## src/phc_pkg.sv

```systemverilog
// Shared types, codes and constants of the packet header classifier.
// Used by the parser, the job queue, the counter back end and the top level.
// No dependencies.
`default_nettype none

package phc_pkg;

    // Frame layout.
    localparam logic [15:0] ETH_BYTES        = 16'd14;
    localparam logic [15:0] DHCP_FIXED_BYTES = 16'd236;

    // Ethertypes.
    localparam logic [15:0] ETH_ARP  = 16'h0806;
    localparam logic [15:0] ETH_IPV4 = 16'h0800;
    localparam logic [15:0] ETH_IPX  = 16'h8137;
    localparam logic [15:0] ETH_IPV6 = 16'h86DD;
    localparam logic [15:0] ETH_PPP  = 16'h880B;
    localparam logic [15:0] ETH_AARP = 16'h80F3;

    // IP protocol numbers.
    localparam logic [7:0] PROTO_ICMP  = 8'd1;
    localparam logic [7:0] PROTO_IGMP  = 8'd2;
    localparam logic [7:0] PROTO_IPIP  = 8'd4;
    localparam logic [7:0] PROTO_TCP   = 8'd6;
    localparam logic [7:0] PROTO_IGP   = 8'd9;
    localparam logic [7:0] PROTO_UDP   = 8'd17;
    localparam logic [7:0] PROTO_RDP   = 8'd27;
    localparam logic [7:0] PROTO_SCTP  = 8'd132;

    // Network classes.
    localparam logic [2:0] NET_ARP   = 3'd0;
    localparam logic [2:0] NET_IPV4  = 3'd1;
    localparam logic [2:0] NET_IPX   = 3'd2;
    localparam logic [2:0] NET_IPV6  = 3'd3;
    localparam logic [2:0] NET_PPP   = 3'd4;
    localparam logic [2:0] NET_AARP  = 3'd5;
    localparam logic [2:0] NET_OTHER = 3'd6;

    // Transport classes.
    localparam logic [3:0] TR_TCP   = 4'd0;
    localparam logic [3:0] TR_UDP   = 4'd1;
    localparam logic [3:0] TR_ICMP  = 4'd2;
    localparam logic [3:0] TR_IGMP  = 4'd3;
    localparam logic [3:0] TR_IPIP  = 4'd4;
    localparam logic [3:0] TR_RDP   = 4'd5;
    localparam logic [3:0] TR_SCTP  = 4'd6;
    localparam logic [3:0] TR_IGP   = 4'd7;
    localparam logic [3:0] TR_OTHER = 4'd8;
    localparam logic [3:0] TR_NONE  = 4'd9;

    // Application classes.
    localparam logic [3:0] APP_NONE    = 4'd0;
    localparam logic [3:0] APP_HTTP    = 4'd1;
    localparam logic [3:0] APP_HTTPS   = 4'd2;
    localparam logic [3:0] APP_DNS     = 4'd3;
    localparam logic [3:0] APP_DHCP    = 4'd4;
    localparam logic [3:0] APP_DHCPV6  = 4'd5;
    localparam logic [3:0] APP_FTP     = 4'd6;
    localparam logic [3:0] APP_SSH     = 4'd7;
    localparam logic [3:0] APP_TELNET  = 4'd8;
    localparam logic [3:0] APP_SMTP    = 4'd9;
    localparam logic [3:0] APP_BGP     = 4'd10;
    localparam logic [3:0] APP_IPX     = 4'd11;
    localparam logic [3:0] APP_OTHER   = 4'd12;
    localparam logic [3:0] APP_NO_WORD = 4'd13;

    // Request kinds on the input tuser.
    localparam logic REQ_BYTE = 1'b0;
    localparam logic REQ_READ = 1'b1;

    // Statistics counter bank.
    localparam int          NUM_COUNTERS = 29;
    localparam logic [4:0]  CNT_TOTAL    = 5'd28;
    localparam logic [4:0]  CNT_TR_BASE  = 5'd7;
    localparam logic [4:0]  CNT_APP_BASE = 5'd15;

    // Job queue between front and back.
    localparam int QUEUE_DEPTH = 4;
    localparam int QPTR_BITS   = 2;

    // Recognised HTTP method and version words, right-aligned, with lengths.
    localparam int NUM_WORDS = 11;
    localparam logic [55:0] WORD_VAL [NUM_WORDS] = '{
        56'h474554,          // GET
        56'h504F5354,        // POST
        56'h48454144,        // HEAD
        56'h505554,          // PUT
        56'h44454C455445,    // DELETE
        56'h5452414345,      // TRACE
        56'h4F5054494F4E53,  // OPTIONS
        56'h434F4E4E454354,  // CONNECT
        56'h5041544348,      // PATCH
        56'h48545450,        // HTTP
        56'h68747470         // http
    };
    localparam logic [2:0] WORD_LEN [NUM_WORDS] = '{
        3'd3, 3'd4, 3'd4, 3'd3, 3'd6, 3'd5, 3'd7, 3'd7, 3'd5, 3'd4, 3'd4
    };

    // One unit of work for the back end: a finished frame or a counter read.
    typedef struct packed {
        logic        is_read;
        logic [4:0]  idx;
        logic [2:0]  net;
        logic [3:0]  tr;
        logic [3:0]  app;
        logic [15:0] off;
        logic        trunc;
    } t_job;

    // True when the first n payload bytes (n up to 7) begin with a known word.
    function automatic logic method_match(input logic [55:0] win, input logic [2:0] n);
        logic        hit;
        logic [55:0] sh;
        logic [55:0] mask;
        hit = 1'b0;
        for (int w = 0; w < NUM_WORDS; w++) begin
            if (WORD_LEN[w] <= n) begin
                sh   = win >> (6'(n - WORD_LEN[w]) * 6'd8);
                mask = (56'd1 << (6'(WORD_LEN[w]) * 6'd8)) - 56'd1;
                if ((sh & mask) == WORD_VAL[w]) begin
                    hit = 1'b1;
                end
            end
        end
        return hit;
    endfunction

endpackage

`default_nettype wire

```

## src/packet_header_classifier.sv

```systemverilog
// Packet header classifier top level: parser, job queue and counter back end.
// Takes one item (frame byte or counter read) per cycle, back to back, while the
// snapshot register is empty or the job queue has room. A result passes the snapshot
// register, the job queue and the output register before it is offered; the job queue
// holds 4 results so either side may stall on its own.
// Reset (synchronous, active low) clears the parse state and all counters.
`default_nettype none

module packet_header_classifier #(
    parameter int COUNT_BITS      = 32,
    parameter int MAX_FRAME_BYTES = 65536
) (
    input  wire         i_clk,
    input  wire         i_rst_n,
    input  wire         s_axis_tvalid,
    output logic        s_axis_tready,
    input  wire  [15:0] s_axis_tdata,   // data_byte[7:0], counter_index[12:8], zero
    input  wire         s_axis_tlast,
    input  wire         s_axis_tuser,   // req_type
    output logic        m_axis_tvalid,
    input  wire         m_axis_tready,
    output logic [63:0] m_axis_tdata    // net_class, transport_class, app_class,
                                        // payload_offset, truncated, counter_value, zero
);

    logic          push;
    logic          full;
    logic          pop;
    logic          q_valid;
    phc_pkg::t_job f_job;
    phc_pkg::t_job b_job;

    phc_parser #(.MAX_FRAME_BYTES(MAX_FRAME_BYTES)) u_parser (
        .i_clk   (i_clk),
        .i_rst_n (i_rst_n),
        .i_valid (s_axis_tvalid),
        .o_ready (s_axis_tready),
        .i_req   (s_axis_tuser),
        .i_byte  (s_axis_tdata[7:0]),
        .i_last  (s_axis_tlast),
        .i_idx   (s_axis_tdata[12:8]),
        .o_push  (push),
        .o_job   (f_job),
        .i_full  (full)
    );

    phc_queue u_queue (
        .i_clk   (i_clk),
        .i_rst_n (i_rst_n),
        .i_push  (push),
        .i_job   (f_job),
        .o_full  (full),
        .i_pop   (pop),
        .o_valid (q_valid),
        .o_job   (b_job)
    );

    phc_back #(.COUNT_BITS(COUNT_BITS)) u_back (
        .i_clk   (i_clk),
        .i_rst_n (i_rst_n),
        .i_valid (q_valid),
        .i_job   (b_job),
        .o_pop   (pop),
        .o_valid (m_axis_tvalid),
        .i_ready (m_axis_tready),
        .o_data  (m_axis_tdata)
    );

endmodule

`default_nettype wire

```

## src/phc_parser.sv

```systemverilog
// Front end: parses frame bytes as they arrive, snapshots the header state at
// the last byte, classifies the frame and pushes a job. Counter reads pass as jobs.
// Depends on phc_pkg.
`default_nettype none

module phc_parser #(
    parameter int MAX_FRAME_BYTES = 65536
) (
    input  wire               i_clk,
    input  wire               i_rst_n,
    input  wire               i_valid,
    output logic              o_ready,
    input  wire               i_req,
    input  wire  [7:0]        i_byte,
    input  wire               i_last,
    input  wire  [4:0]        i_idx,
    output logic              o_push,
    output phc_pkg::t_job     o_job,
    input  wire               i_full
);

    localparam logic [15:0] POS_LIMIT = 16'(MAX_FRAME_BYTES - 1);

    // Per-frame parse state.
    logic [15:0] r_pos, n_pos;
    logic [15:0] r_eth, n_eth;
    logic [5:0]  r_ihl, n_ihl;
    logic [7:0]  r_proto, n_proto;
    logic [7:0]  r_te, n_te;
    logic [15:0] r_sport, n_sport;
    logic [15:0] r_dport, n_dport;
    logic [55:0] r_win, n_win;
    logic [31:0] r_tail, n_tail;
    logic        r_fnd_v, n_fnd_v;
    logic [15:0] r_fnd, n_fnd;
    logic [7:0]  r_dhcp, n_dhcp;

    // Snapshot of a finished frame or a read request.
    logic        r_s_v;
    logic        r_s_read;
    logic [4:0]  r_s_idx;
    logic [15:0] r_s_len;
    logic [15:0] r_s_eth;
    logic [5:0]  r_s_ihl;
    logic [7:0]  r_s_proto;
    logic [7:0]  r_s_te;
    logic [15:0] r_s_sport;
    logic [15:0] r_s_dport;
    logic [55:0] r_s_win;
    logic        r_s_fnd_v;
    logic [15:0] r_s_fnd;
    logic [7:0]  r_s_dhcp;

    logic        acc;
    logic        byte_acc;
    logic        finish;
    logic [6:0]  t_end;
    logic [15:0] d;
    logic [15:0] q;
    logic [3:0]  ihl_raw;
    logic [3:0]  doff;
    logic [31:0] tail_new;

    assign o_ready  = !r_s_v || !i_full;
    assign acc      = i_valid && o_ready;
    assign byte_acc = acc && (i_req == phc_pkg::REQ_BYTE);
    assign finish   = acc && ((i_req == phc_pkg::REQ_READ) || i_last);
    assign o_push   = r_s_v && !i_full;

    // Byte parser: next values of the header state.
    always_comb begin
        n_pos = r_pos; n_eth = r_eth; n_ihl = r_ihl; n_proto = r_proto; n_te = r_te;
        n_sport = r_sport; n_dport = r_dport; n_win = r_win; n_tail = r_tail;
        n_fnd_v = r_fnd_v; n_fnd = r_fnd; n_dhcp = r_dhcp;
        t_end    = 7'd14 + 7'(r_ihl);
        d        = r_pos - 16'(t_end);
        q        = r_pos - 16'(r_te);
        ihl_raw  = i_byte[3:0];
        doff     = i_byte[7:4];
        tail_new = {r_tail[23:0], i_byte};
        if (byte_acc && (r_pos < POS_LIMIT)) begin
            n_pos = r_pos + 16'd1;
            if (r_pos == 16'd12) begin
                n_eth[15:8] = i_byte;
            end
            if (r_pos == 16'd13) begin
                n_eth[7:0] = i_byte;
            end
            if ((r_eth == phc_pkg::ETH_IPV4) && (r_pos >= phc_pkg::ETH_BYTES)) begin
                if (r_pos == 16'd14) begin
                    n_ihl = (ihl_raw < 4'd5) ? 6'd20 : {ihl_raw, 2'b00};
                end
                if (r_pos == 16'd23) begin
                    n_proto = i_byte;
                    if (i_byte == phc_pkg::PROTO_TCP) begin
                        n_te = 8'(t_end) + 8'd20;
                    end else if (i_byte == phc_pkg::PROTO_UDP) begin
                        n_te = 8'(t_end) + 8'd8;
                    end else begin
                        n_te = 8'(t_end);
                    end
                end
                if ((r_pos >= 16'd24) && (r_pos >= 16'(t_end)) &&
                    ((r_proto == phc_pkg::PROTO_TCP) || (r_proto == phc_pkg::PROTO_UDP))) begin
                    if (d == 16'd0) n_sport[15:8] = i_byte;
                    if (d == 16'd1) n_sport[7:0]  = i_byte;
                    if (d == 16'd2) n_dport[15:8] = i_byte;
                    if (d == 16'd3) n_dport[7:0]  = i_byte;
                    if ((r_proto == phc_pkg::PROTO_TCP) && (d == 16'd12)) begin
                        n_te = 8'(t_end) + ((doff < 4'd5) ? 8'd20 : {2'b00, doff, 2'b00});
                    end
                    // Payload bytes: method window, DHCP op and end-of-header search.
                    if (r_pos >= 16'(r_te)) begin
                        if (q < 16'd7) begin
                            n_win = {r_win[47:0], i_byte};
                        end
                        if (q == 16'd0) begin
                            n_dhcp = i_byte;
                        end
                        n_tail = tail_new;
                        if ((q >= 16'd3) && (tail_new == 32'h0D0A0D0A) && !r_fnd_v) begin
                            n_fnd_v = 1'b1;
                            n_fnd   = r_pos + 16'd1;
                        end
                    end
                end
            end
        end
    end

    // Parse state registers; cleared at the end of each frame.
    always_ff @(posedge i_clk) begin
        if (!i_rst_n || (byte_acc && i_last)) begin
            r_pos <= '0; r_eth <= '0; r_ihl <= '0; r_proto <= '0; r_te <= '0;
            r_sport <= '0; r_dport <= '0; r_win <= '0; r_tail <= '0;
            r_fnd_v <= 1'b0; r_fnd <= '0; r_dhcp <= '0;
        end else begin
            r_pos <= n_pos; r_eth <= n_eth; r_ihl <= n_ihl; r_proto <= n_proto;
            r_te <= n_te; r_sport <= n_sport; r_dport <= n_dport; r_win <= n_win;
            r_tail <= n_tail; r_fnd_v <= n_fnd_v; r_fnd <= n_fnd; r_dhcp <= n_dhcp;
        end
    end

    // Snapshot stage valid flag.
    always_ff @(posedge i_clk) begin
        if (!i_rst_n) begin
            r_s_v <= 1'b0;
        end else if (finish) begin
            r_s_v <= 1'b1;
        end else if (o_push) begin
            r_s_v <= 1'b0;
        end
    end

    // Snapshot payload.
    always_ff @(posedge i_clk) begin
        if (finish) begin
            r_s_read  <= (i_req == phc_pkg::REQ_READ);
            r_s_idx   <= i_idx;
            r_s_len   <= n_pos;
            r_s_eth   <= n_eth;
            r_s_ihl   <= n_ihl;
            r_s_proto <= n_proto;
            r_s_te    <= n_te;
            r_s_sport <= n_sport;
            r_s_dport <= n_dport;
            r_s_win   <= n_win;
            r_s_fnd_v <= n_fnd_v;
            r_s_fnd   <= n_fnd;
            r_s_dhcp  <= n_dhcp;
        end
    end

    logic [6:0]  c_t;
    logic [15:0] c_pl;
    logic [2:0]  c_n;

    function automatic logic port_is(input logic [15:0] s, input logic [15:0] dp,
                                     input logic [15:0] p);
        return (s == p) || (dp == p);
    endfunction

    // Classifier over the snapshot.
    always_comb begin
        o_job       = '0;
        o_job.tr    = phc_pkg::TR_NONE;
        o_job.app   = phc_pkg::APP_NONE;
        o_job.net   = phc_pkg::NET_OTHER;
        o_job.off   = r_s_len;
        c_t         = 7'd14 + 7'(r_s_ihl);
        c_pl        = r_s_len - 16'(r_s_te);
        c_n         = (c_pl > 16'd7) ? 3'd7 : c_pl[2:0];
        if (r_s_read) begin
            o_job.is_read = 1'b1;
            o_job.idx     = r_s_idx;
            o_job.tr      = '0;
            o_job.net     = '0;
            o_job.off     = '0;
        end else if (r_s_len < phc_pkg::ETH_BYTES) begin
            o_job.trunc = 1'b1;
        end else begin
            case (r_s_eth)
                phc_pkg::ETH_ARP:  o_job.net = phc_pkg::NET_ARP;
                phc_pkg::ETH_IPV4: o_job.net = phc_pkg::NET_IPV4;
                phc_pkg::ETH_IPX:  o_job.net = phc_pkg::NET_IPX;
                phc_pkg::ETH_IPV6: o_job.net = phc_pkg::NET_IPV6;
                phc_pkg::ETH_PPP:  o_job.net = phc_pkg::NET_PPP;
                phc_pkg::ETH_AARP: o_job.net = phc_pkg::NET_AARP;
                default:           o_job.net = phc_pkg::NET_OTHER;
            endcase
            o_job.off = phc_pkg::ETH_BYTES;
            if (o_job.net == phc_pkg::NET_IPV4) begin
                if (r_s_len <= 16'd23) begin
                    o_job.trunc = 1'b1;
                    o_job.off   = r_s_len;
                end else begin
                    case (r_s_proto)
                        phc_pkg::PROTO_TCP:  o_job.tr = phc_pkg::TR_TCP;
                        phc_pkg::PROTO_UDP:  o_job.tr = phc_pkg::TR_UDP;
                        phc_pkg::PROTO_ICMP: o_job.tr = phc_pkg::TR_ICMP;
                        phc_pkg::PROTO_IGMP: o_job.tr = phc_pkg::TR_IGMP;
                        phc_pkg::PROTO_IPIP: o_job.tr = phc_pkg::TR_IPIP;
                        phc_pkg::PROTO_RDP:  o_job.tr = phc_pkg::TR_RDP;
                        phc_pkg::PROTO_SCTP: o_job.tr = phc_pkg::TR_SCTP;
                        phc_pkg::PROTO_IGP:  o_job.tr = phc_pkg::TR_IGP;
                        default:             o_job.tr = phc_pkg::TR_OTHER;
                    endcase
                    if (r_s_len < 16'(c_t)) begin
                        o_job.trunc = 1'b1;
                        o_job.off   = r_s_len;
                    end else if (o_job.tr > phc_pkg::TR_UDP) begin
                        o_job.off = 16'(c_t);
                    end else if (r_s_len < 16'(r_s_te)) begin
                        o_job.trunc = 1'b1;
                        o_job.off   = r_s_len;
                    end else begin
                        o_job.off = 16'(r_s_te);
                        if (port_is(r_s_sport, r_s_dport, 16'd80)) begin
                            // HTTP needs a method word at the start of the payload.
                            if ((c_pl != 16'd0) && phc_pkg::method_match(r_s_win, c_n)) begin
                                o_job.app = phc_pkg::APP_HTTP;
                                if (r_s_fnd_v) begin
                                    o_job.off = r_s_fnd;
                                end else begin
                                    o_job.off   = r_s_len;
                                    o_job.trunc = 1'b1;
                                end
                            end else begin
                                o_job.app = phc_pkg::APP_NO_WORD;
                            end
                        end else if (((r_s_sport == 16'd68) && (r_s_dport == 16'd67)) ||
                                     ((r_s_sport == 16'd67) && (r_s_dport == 16'd68))) begin
                            o_job.app = phc_pkg::APP_DHCP;
                            if ((c_pl != 16'd0) && ((r_s_dhcp == 8'd1) || (r_s_dhcp == 8'd2))) begin
                                if (c_pl >= phc_pkg::DHCP_FIXED_BYTES) begin
                                    o_job.off = 16'(r_s_te) + phc_pkg::DHCP_FIXED_BYTES;
                                end else begin
                                    o_job.off   = r_s_len;
                                    o_job.trunc = 1'b1;
                                end
                            end
                        end else if (port_is(r_s_sport, r_s_dport, 16'd443)) begin
                            o_job.app = phc_pkg::APP_HTTPS;
                        end else if (port_is(r_s_sport, r_s_dport, 16'd546) ||
                                     port_is(r_s_sport, r_s_dport, 16'd547)) begin
                            o_job.app = phc_pkg::APP_DHCPV6;
                        end else if (port_is(r_s_sport, r_s_dport, 16'd53)) begin
                            o_job.app = phc_pkg::APP_DNS;
                        end else if (port_is(r_s_sport, r_s_dport, 16'd20) ||
                                     port_is(r_s_sport, r_s_dport, 16'd21)) begin
                            o_job.app = phc_pkg::APP_FTP;
                        end else if (port_is(r_s_sport, r_s_dport, 16'd22)) begin
                            o_job.app = phc_pkg::APP_SSH;
                        end else if (port_is(r_s_sport, r_s_dport, 16'd23)) begin
                            o_job.app = phc_pkg::APP_TELNET;
                        end else if (port_is(r_s_sport, r_s_dport, 16'd25)) begin
                            o_job.app = phc_pkg::APP_SMTP;
                        end else if (port_is(r_s_sport, r_s_dport, 16'd179)) begin
                            o_job.app = phc_pkg::APP_BGP;
                        end else if (port_is(r_s_sport, r_s_dport, 16'd213)) begin
                            o_job.app = phc_pkg::APP_IPX;
                        end else begin
                            o_job.app = phc_pkg::APP_OTHER;
                        end
                    end
                end
            end
        end
    end

endmodule

`default_nettype wire

```

## src/phc_queue.sv

```systemverilog
// Short job queue between the parser and the counter back end.
// Depends on phc_pkg.
`default_nettype none

module phc_queue (
    input  wire            i_clk,
    input  wire            i_rst_n,
    input  wire            i_push,
    input  phc_pkg::t_job  i_job,
    output logic           o_full,
    input  wire            i_pop,
    output logic           o_valid,
    output phc_pkg::t_job  o_job
);

    phc_pkg::t_job                   r_mem [phc_pkg::QUEUE_DEPTH];
    logic [phc_pkg::QPTR_BITS-1:0]   r_wr;
    logic [phc_pkg::QPTR_BITS-1:0]   r_rd;
    logic [phc_pkg::QPTR_BITS:0]     r_cnt;

    assign o_full  = (r_cnt == (phc_pkg::QPTR_BITS+1)'(phc_pkg::QUEUE_DEPTH));
    assign o_valid = (r_cnt != '0);
    assign o_job   = r_mem[r_rd];

    // Pointers and fill count.
    always_ff @(posedge i_clk) begin
        if (!i_rst_n) begin
            r_wr  <= '0;
            r_rd  <= '0;
            r_cnt <= '0;
        end else begin
            if (i_push) r_wr <= r_wr + 1'b1;
            if (i_pop)  r_rd <= r_rd + 1'b1;
            r_cnt <= r_cnt + (phc_pkg::QPTR_BITS+1)'(i_push) - (phc_pkg::QPTR_BITS+1)'(i_pop);
        end
    end

    // Storage.
    always_ff @(posedge i_clk) begin
        if (i_push) begin
            r_mem[r_wr] <= i_job;
        end
    end

endmodule

`default_nettype wire

```

## src/phc_back.sv

```systemverilog
// Back end: applies finished frames to the statistics counters, serves counter
// reads and holds the result in an output register. Depends on phc_pkg.
`default_nettype none

module phc_back #(
    parameter int COUNT_BITS = 32
) (
    input  wire            i_clk,
    input  wire            i_rst_n,
    input  wire            i_valid,
    input  phc_pkg::t_job  i_job,
    output logic           o_pop,
    output logic           o_valid,
    input  wire            i_ready,
    output logic [63:0]    o_data
);

    logic [COUNT_BITS-1:0] r_cnt [phc_pkg::NUM_COUNTERS];
    logic                  r_ov;
    logic [63:0]           r_data;
    logic [63:0]           rd_ext;
    logic [31:0]           rd_val;
    logic [4:0]            tr_idx;
    logic [4:0]            app_idx;
    logic                  tr_en;
    logic                  app_en;
    logic                  frame;

    assign o_pop   = i_valid && (!r_ov || i_ready);
    assign o_valid = r_ov;
    assign o_data  = r_data;
    assign frame   = o_pop && !i_job.is_read;
    assign tr_idx  = phc_pkg::CNT_TR_BASE + 5'(i_job.tr);
    assign app_idx = phc_pkg::CNT_APP_BASE + 5'(i_job.app);
    assign tr_en   = (i_job.tr <= phc_pkg::TR_OTHER);
    assign app_en  = (i_job.app >= phc_pkg::APP_HTTP) && (i_job.app <= phc_pkg::APP_OTHER);

    // Counter read; indexes past the bank read as zero.
    always_comb begin
        rd_ext = '0;
        if (i_job.idx < 5'(phc_pkg::NUM_COUNTERS)) begin
            rd_ext = 64'(r_cnt[i_job.idx]);
        end
        rd_val = rd_ext[31:0];
    end

    // Counter bank: the total steps on each frame, the others on its classes.
    always_ff @(posedge i_clk) begin
        for (int i = 0; i < phc_pkg::NUM_COUNTERS; i++) begin
            if (!i_rst_n) begin
                r_cnt[i] <= '0;
            end else if (frame && ((5'(i) == phc_pkg::CNT_TOTAL) ||
                                   (5'(i) == 5'(i_job.net)) ||
                                   (tr_en && (5'(i) == tr_idx)) ||
                                   (app_en && (5'(i) == app_idx)))) begin
                r_cnt[i] <= r_cnt[i] + 1'b1;
            end
        end
    end

    // Output register valid.
    always_ff @(posedge i_clk) begin
        if (!i_rst_n) begin
            r_ov <= 1'b0;
        end else if (o_pop) begin
            r_ov <= 1'b1;
        end else if (i_ready) begin
            r_ov <= 1'b0;
        end
    end

    // Output payload: net, transport, app, offset, truncated, counter value.
    always_ff @(posedge i_clk) begin
        if (o_pop) begin
            r_data <= {4'd0, (i_job.is_read ? rd_val : 32'd0), i_job.trunc, i_job.off,
                       i_job.app, i_job.tr, i_job.net};
        end
    end

endmodule

`default_nettype wire
```

## config.mk

```make
export PLATFORM = sky130hd
export DESIGN_NAME = packet_header_classifier
export DESIGN_NICKNAME = d
export VERILOG_FILES = /design/src/phc_pkg.sv /design/src/packet_header_classifier.sv /design/src/phc_parser.sv /design/src/phc_queue.sv /design/src/phc_back.sv
export SDC_FILE = /design/constraint.sdc
export NUM_CORES = 2
export LEC_CHECK = 0
export ABC_AREA = 1
export BUFFER_PORTS_ARGS = -buffer_cell sky130_fd_sc_hd__buf_2
export CORE_AREA = 2 2 423 425
export DETAILED_ROUTE_END_ITERATION = 10
export DIE_AREA = 0 0 425 427
export PLACE_DENSITY = 0.63
export SLEW_MARGIN = 10
export SYNTH_ARGS = -nofsm -noshare
export SYNTH_HDL_FRONTEND = slang
export SYNTH_SLANG_ARGS = --single-unit
export TNS_END_PERCENT = 100
```

## constraint.sdc

```tcl
create_clock -name i_clk -period 28 [get_ports i_clk]
set_input_delay 5.6 -clock i_clk [delete_from_list [all_inputs] [get_ports i_clk]]
set_output_delay 5.6 -clock i_clk [all_outputs]
set_load 0.03 [all_outputs]
```

======== Word-level counts from Yosys, hierarchy flattened ========
Memories as Yosys holds them, arrays and structs flattened. A register that Yosys moved wholly into a read port is not among the register bits.
Index checks and enable logic that the tools add are counted.
storage, ports and cells
  register bits after elaboration ......... 401
  output and inout port bits .............. 66
  bits in writable memories ............... 1064
  memories ................................ 2
  word-level logic and storage cells ...... 725
memories
  name           depth  width  read ports  clocked after memory_dff  wr ports  RTL line         source
  u_back.r_cnt   29     32     30          1                         29        phc_back.sv:18   logic [COUNT_BITS-1:0] r_cnt [phc_pkg::NUM_COUNTERS];
  u_queue.r_mem  4      34     1           1                         1         phc_queue.sv:16  phc_pkg::t_job r_mem [phc_pkg::QUEUE_DEPTH];
cells by class
  bitwise logic cells ..................... 30
  add/subtract/negate cells ............... 50
  magnitude comparators ................... 25
  reduce and logical (&&, ||, !) cells .... 178
  equality and inequality tests ........... 132
  mux-type cells .......................... 272
  shift-type cells ........................ 5
operators with widths
  operator               count
  $add 32x1->32 const B  29
  $mux 32                29
  $mux 56                5
  $mux 16                17
  $eq 16x5->1 const B    11
  $mux 8                 22
  $mux 21                8
  $mux 1                 150
  $eq 32x31->1 const B   4
  $eq 5x5->1 const A     24
  $eq 56x55->1 const B   2
  $logic_and 1x1->1      103
  $mux 17                6
  $eq 16x7->1 const B    6
  $eq 4x5->1 const A     16
  $eq 40x39->1 const B   2
  $mux 4                 17
  $eq 16x10->1 const B   4
  $eq 16x16->1 const B   4
  $eq 16x4->1 const B    4
  $eq 16x8->1 const B    4
  $logic_or 1x1->1       57
  $shr 56x6->24          1
  $shr 56x6->32          1
  79 further kinds       166

======== Depth between registers and ports, before layout ========
  word-level depth ........................ 69
  gate-level depth with buffers ........... 45
  mapped depth without buffers ............ 41

======== By module ========
A second synthesis with hierarchy kept.
second synthesis, totals
  cells, all modules ...................... 13428
  area, all modules ....................... 97110.6 µm²
by module, submodules not included
  module      times used  area an instance (µm²)  cells each  seq. area each (µm²)
  phc_back    1           67671.2                 9446        29688.5
  phc_parser  1           23518.8                 3529        9038.7
  phc_queue   1           5920.7                  453         4264.1

======== Worst setup path after synthesis ========
OpenSTA, ideal clock, no wires.
  path kind ............................... input to register
  start point ............................. input s_axis_tvalid
  end point ............................... register u_parser.r_s_dhcp[0] (enable)
  setup slack ............................. 14.423 ns
  cell stages on the path ................. 2
  setup time .............................. 0.709 ns
  arrival ................................. 12.868 ns
  path buffers ............................ 0
  cells stage by stage .................... nand2_1 > nor2_1
between the ends
  word-level cells in the longest chain between the ends .. 2
RTL lines
  element               RTL line                        source
  from (decl)           packet_header_classifier.sv:15  input wire s_axis_tvalid,
  $logic_and 1x1->1     phc_parser.sv:65                assign acc = i_valid && o_ready;
  $logic_and 1x1->1     phc_parser.sv:67                assign finish = acc && ((i_req == phc_pkg::REQ_READ) || i_last);
  via u_parser.finish   phc_parser.sv:56                logic finish;
  to (signal assigned)  phc_parser.sv:170               r_s_dhcp <= n_dhcp;
  to (decl)             phc_parser.sv:52                logic [7:0] r_s_dhcp;
The timed path passes the listed nets, and every way through them passes these cells.
A chain may end at the register's enable or synchronous reset.

==> impl_metrics.xml <==
<?xml version="1.0" encoding="UTF-8"?>
<metrics>
  <group name="cells_and_area">
    <metric name="fill_cells" unit="">16600</metric>
    <metric name="fin_nets" unit="">11100</metric>
    <metric name="layout.cells.most_common_list" unit="">2190 x nand2_1, 1511 x inv_1, 1454 x nor2_1</metric>
    <metric name="most_common_cell_after_layout_fill_and_taps_aside" unit="">nand2_1</metric>
    <metric name="fin_util" unit="">0.542</metric>
    <metric name="fin_area" unit="um2">96000</metric>
    <metric name="final_layout_size_suffix_gt1_frac" unit="">0.0518</metric>
    <metric name="area_growth_syn_to_layout" unit="%">9.32</metric>
  </group>
  <group name="logic_synthesis">
    <metric name="synthArstFlopShare" unit="">0</metric>
    <metric name="synth_top_cell_by_area" unit="">edfxtp_1</metric>
    <metric name="synth_area_per_cell" unit="um2">7.91</metric>
    <metric name="post_synth_inst_count" unit="">11100</metric>
    <metric name="ys_warn_count" unit="">0</metric>
    <metric name="synth_cell_types" unit="">74</metric>
    <metric name="number_of_synthesized_flops_with_an_enable_pin" unit="">1297</metric>
    <metric name="synth_flop_cell" unit="">edfxtp_1</metric>
    <metric name="synth.area.top_cells" unit="">edfxtp_1 44%, nand2_1 9.4%, inv_1 6.5%</metric>
    <metric name="synthDominantCellAreaShare" unit="">0.443</metric>
    <metric name="synth.cell_area" unit="um2">87900</metric>
    <metric name="postSynthRegisterBits" unit="">1499</metric>
    <metric name="proportion_of_synthesized_chip_area_in_sequential_cells" unit="">0.489</metric>
  </group>
  <group name="floorplanning">
    <metric name="design.core.area" unit="um2">177000</metric>
    <metric name="die_height" unit="um">427</metric>
    <metric name="dieArea" unit="um2">181000</metric>
    <metric name="initial_utilization" unit="">0.496</metric>
    <metric name="placementRows" unit="">155</metric>
    <metric name="io_pins" unit="">88</metric>
    <metric name="dieWidth" unit="um">425</metric>
  </group>
  <group name="grt">
    <metric name="groute.usage.overall" unit="">0.267</metric>
    <metric name="grt_max_degree" unit="">190</metric>
    <metric name="antenna_found_initial" unit="">3</metric>
    <metric name="first_global_vias" unit="">69000</metric>
    <metric name="globalRouteOverflowTotal" unit="">0</metric>
    <metric name="grt_pass1_wl" unit="um">385000</metric>
  </group>
  <group name="place">
    <metric name="dp_hpwl" unit="um">178000</metric>
    <metric name="worst_case_setup_slack_after_placement" unit="ns">18.11</metric>
    <metric name="gp_routability_congestion" unit="">0.942</metric>
    <metric name="placement.cell_area" unit="um2">90500</metric>
    <metric name="io_buffers" unit="">80</metric>
  </group>
  <group name="setup_path">
    <metric name="critPathSlowestCell" unit="">nor3_1</metric>
    <metric name="worst_path_max_fanout" unit="">18</metric>
    <metric name="crit_top_cell" unit="">nor2_1</metric>
    <metric name="cell_breakdown_of_the_critical_path" unit="">buf_2 -&gt; nor2_1 -&gt; a31oi_4 -&gt; nand2_1 -&gt; nor3_1 -&gt; nand3_1 -&gt; nor2_1 -&gt; clkinv_1 -&gt; a211oi_1</metric>
    <metric name="worstSetupPathType" unit="">input port to flop</metric>
    <metric name="reg_to_reg_startpoint" unit="">u_parser.r_s_len[1]$_DFFE_PP_</metric>
    <metric name="startpoint_type" unit="">input port</metric>
    <metric name="worst_r2r_path_depth" unit="">31</metric>
    <metric name="crit_buf_inv" unit="">2</metric>
    <metric name="worst-endpoint-arrival" unit="ns">9.85</metric>
    <metric name="cpLargestDelayFamily" unit="">simple AND/OR/NAND/NOR gates</metric>
    <metric name="critical_path.reg2reg.endpoint" unit="">u_queue.r_mem[1][9]$_DFFE_PP_</metric>
    <metric name="cp_data_required_time" unit="ns">28.62</metric>
    <metric name="slowest_delay" unit="ns">0.98</metric>
    <metric name="r2r_slack" unit="ns">19.39</metric>
    <metric name="endpoint_kind" unit="">flop</metric>
  </group>
  <group name="power">
    <metric name="powerDensity" unit="nW/um2">80.5</metric>
    <metric name="leakagePower" unit="nW">37.7</metric>
    <metric name="ir_worst_vdd" unit="mV">0.0763</metric>
  </group>
  <group name="sta">
    <metric name="fin_ws" unit="ns">18.77</metric>
    <metric name="setup_total_negative_slack" unit="ns">0</metric>
    <metric name="max-slew-margin-rel" unit="">0.180</metric>
    <metric name="finalMaxSlewViolations" unit="">0</metric>
    <metric name="clock-skew-final" unit="ns">0.0426</metric>
    <metric name="grt_setup_unrepaired" unit="">no</metric>
    <metric name="setup_violations" unit="">0</metric>
    <metric name="period_share" unit="">0.330</metric>
    <metric name="fin_hold_ws" unit="ns">0.451</metric>
    <metric name="timing_worst_slew_pin_value" unit="ns">1.23</metric>
    <metric name="hold_viol_final" unit="">0</metric>
    <metric name="final_period_minus_worst_setup_slack" unit="ns">9.23</metric>
    <metric name="fmax" unit="GHz">0.108</metric>
  </group>
  <group name="clocking">
    <metric name="clkSinkCount" unit="">1499</metric>
    <metric name="ctsHtreeMaxLevel" unit="">4</metric>
    <metric name="cts-buffers-inserted" unit="">171</metric>
    <metric name="post-cts-setup-buffer-count" unit="">0</metric>
    <metric name="clockBufferDepth" unit="">3</metric>
    <metric name="cts.clk_slew.worst_paths" unit="ns">0.06</metric>
    <metric name="tritoncts_clock_tree" unit="">done</metric>
    <metric name="cts_root_buf" unit="">clkbuf_16</metric>
    <metric name="cts_hold_buffers" unit="">0</metric>
    <metric name="worst_skew_pair.late_latency" unit="ns">0.82</metric>
    <metric name="ctsResizeCount" unit="">0</metric>
  </group>
  <group name="detailed_routing">
    <metric name="drt-total-wl" unit="um">247000</metric>
    <metric name="postRouteAntennaNets" unit="">0</metric>
    <metric name="dr_total_vias" unit="">75700</metric>
    <metric name="route.detailed.wl_per_inst" unit="um">18.3</metric>
    <metric name="dr.first_iter.drc_count" unit="">7555</metric>
    <metric name="drc" unit="">0</metric>
    <metric name="detail_route.first_pass.iterations" unit="">6</metric>
    <metric name="vias_per_cell" unit="">5.60</metric>
  </group>
  <group name="hold_path">
    <metric name="hold_end" unit="">u_parser.r_tail[16]$_SDFFE_PP0P_</metric>
    <metric name="min_delay_path_depth" unit="">2</metric>
    <metric name="worstHoldPathType" unit="">flop to flop</metric>
    <metric name="hold_path_startpoint" unit="">u_parser.r_tail[16]$_SDFFE_PP0P_</metric>
  </group>
  <group name="status">
    <metric name="status" unit="">finished clean</metric>
  </group>
  <group name="run">
    <metric name="timing.max_cap.violations" unit="">0</metric>
  </group>
</metrics>
## worst min-delay path, stage by stage, from the launching register on
cell and delay, ns:
dfxtp_1 0.31, inv_1 0.05, a21oi_1 0.05
## layout make-up
| type | instances | area, um2 | share of cell area |
|---|---|---|---|
| Sequential cell | 1499 | 43000 | 0.448 |
| Antenna cell | 1 | 2.50 | 0.0000261 |
| Tap cell | 2355 | 2950 | 0.0307 |
| Multi-Input combinational cell | 7641 | 37600 | 0.391 |
| Clock inverter | 82 | 792 | 0.00825 |
| Timing Repair Buffer | 185 | 1230 | 0.0128 |
| Clock buffer | 229 | 4720 | 0.0492 |
| Inverter | 1536 | 5770 | 0.0601 |
## cells by family (layout without fill, tap and decap cells)
group | after synthesis | in the layout | share of synthesized area
XOR/XNOR | 167 | 167 | 0.0167
AND/OR/NAND/NOR | 5157 | 5157 | 0.254
AO/OA/AOI/OAI | 2221 | 2221 | 0.141
other | 1 | 5 | 0.0000427
adder cells (fa/ha/maj) | 89 | 89 | 0.0131
buffers and inverters | 1964 | 2032 | 0.0852
flip-flops | 1499 | 1499 | 0.489
multiplexers | 3 | 3 | 0.000342
## synth_stat cells, drive strengths merged, types with 3 or more instances
library cell / count
and3: 25
nor4: 89
xor2: 129
o21ai: 853
a221oi: 12
o21bai: 33
buf: 70
a31oi: 26
dfxtp: 202
a2111oi: 5
a32oi: 14
inv: 1522
clkinv: 14
xnor2: 38
nor3b: 188
a21oi: 914
nand4: 188
nor4b: 3
a211oi: 27
o21a: 64
and3b: 3
o22ai: 32
clkbuf: 358
or3: 3
nor3: 309
or2: 48
a31o: 13
nor2: 1466
ha: 84
nand3b: 6
fa: 5
edfxtp: 1297
o211ai: 113
a21boi: 4
mux2i: 3
o31ai: 15
or4: 4
nand2: 2201
o311ai: 6
o2111ai: 62
o21ba: 8
nand3: 615
and2: 7
## state kept, by name, indices dropped and copies added (netlist names), 16 cells and up, named ones only
| name | cells |
|---|---|
| u_parser.r_s_len | 16 |
| u_parser.r_s_fnd | 16 |
| u_parser.r_pos | 16 |
| u_back.r_cnt | 928 |
| u_parser.r_fnd | 16 |
| u_parser.r_win | 56 |
| u_parser.r_s_eth | 16 |
| u_queue.r_mem | 136 |
| u_parser.r_s_sport | 16 |
| u_parser.r_s_win | 56 |
| u_parser.r_dport | 16 |
| u_parser.r_sport | 16 |
| u_parser.r_eth | 16 |
| u_back.o_data | 60 |
| u_parser.r_tail | 24 |
| u_parser.r_s_dport | 16 |
## through the flow
stage / power (W) / instances
after global placement: 0.00550 / 13200
after detailed placement: 0.00553 / 13200
final: 0.00773 / 13500
after floorplan: 0.00448 / 11100
after global routing: 0.00811 / 13500
after CTS: 0.00776 / 13500
## worst max-delay path by stage
stage | start | end | slack [ns] | cells past startpoint
after floorplan | s_axis_tvalid | u_parser.r_s_dhcp[0]$_DFFE_PP_ | 14.42 | 2
after global placement | m_axis_tready | u_back.r_cnt[27][26]$_SDFFCE_PN0P_ | 18.18 | 9
after detailed placement | m_axis_tready | u_back.r_cnt[27][27]$_SDFFCE_PN0P_ | 18.11 | 10
after CTS | m_axis_tready | u_back.r_cnt[27][26]$_SDFFCE_PN0P_ | 18.99 | 9
after global routing | m_axis_tready | u_back.r_cnt[27][27]$_SDFFCE_PN0P_ | 18.48 | 10
final | m_axis_tready | u_back.r_cnt[27][26]$_SDFFCE_PN0P_ | 18.77 | 9
## power breakdown
part	switching [W]	internal [W]	leakage (nW)
registers	0.000179	0.00274	14.9
logic	0.00199	0.000602	20.1
clock network	0.000945	0.00128	2.67
total	0.00311	0.00462	37.7
## routing by layer
layer,global-route usage,vias to the layer above,routed length (um)
met4,0.0971,4,9300
met5,0,-,31
met1,0.384,35400,112000
met3,0.0334,425,15900
met2,0.412,2428,110000
li1,-,37400,-
Note: power is estimated with default switching activity, not from simulation.
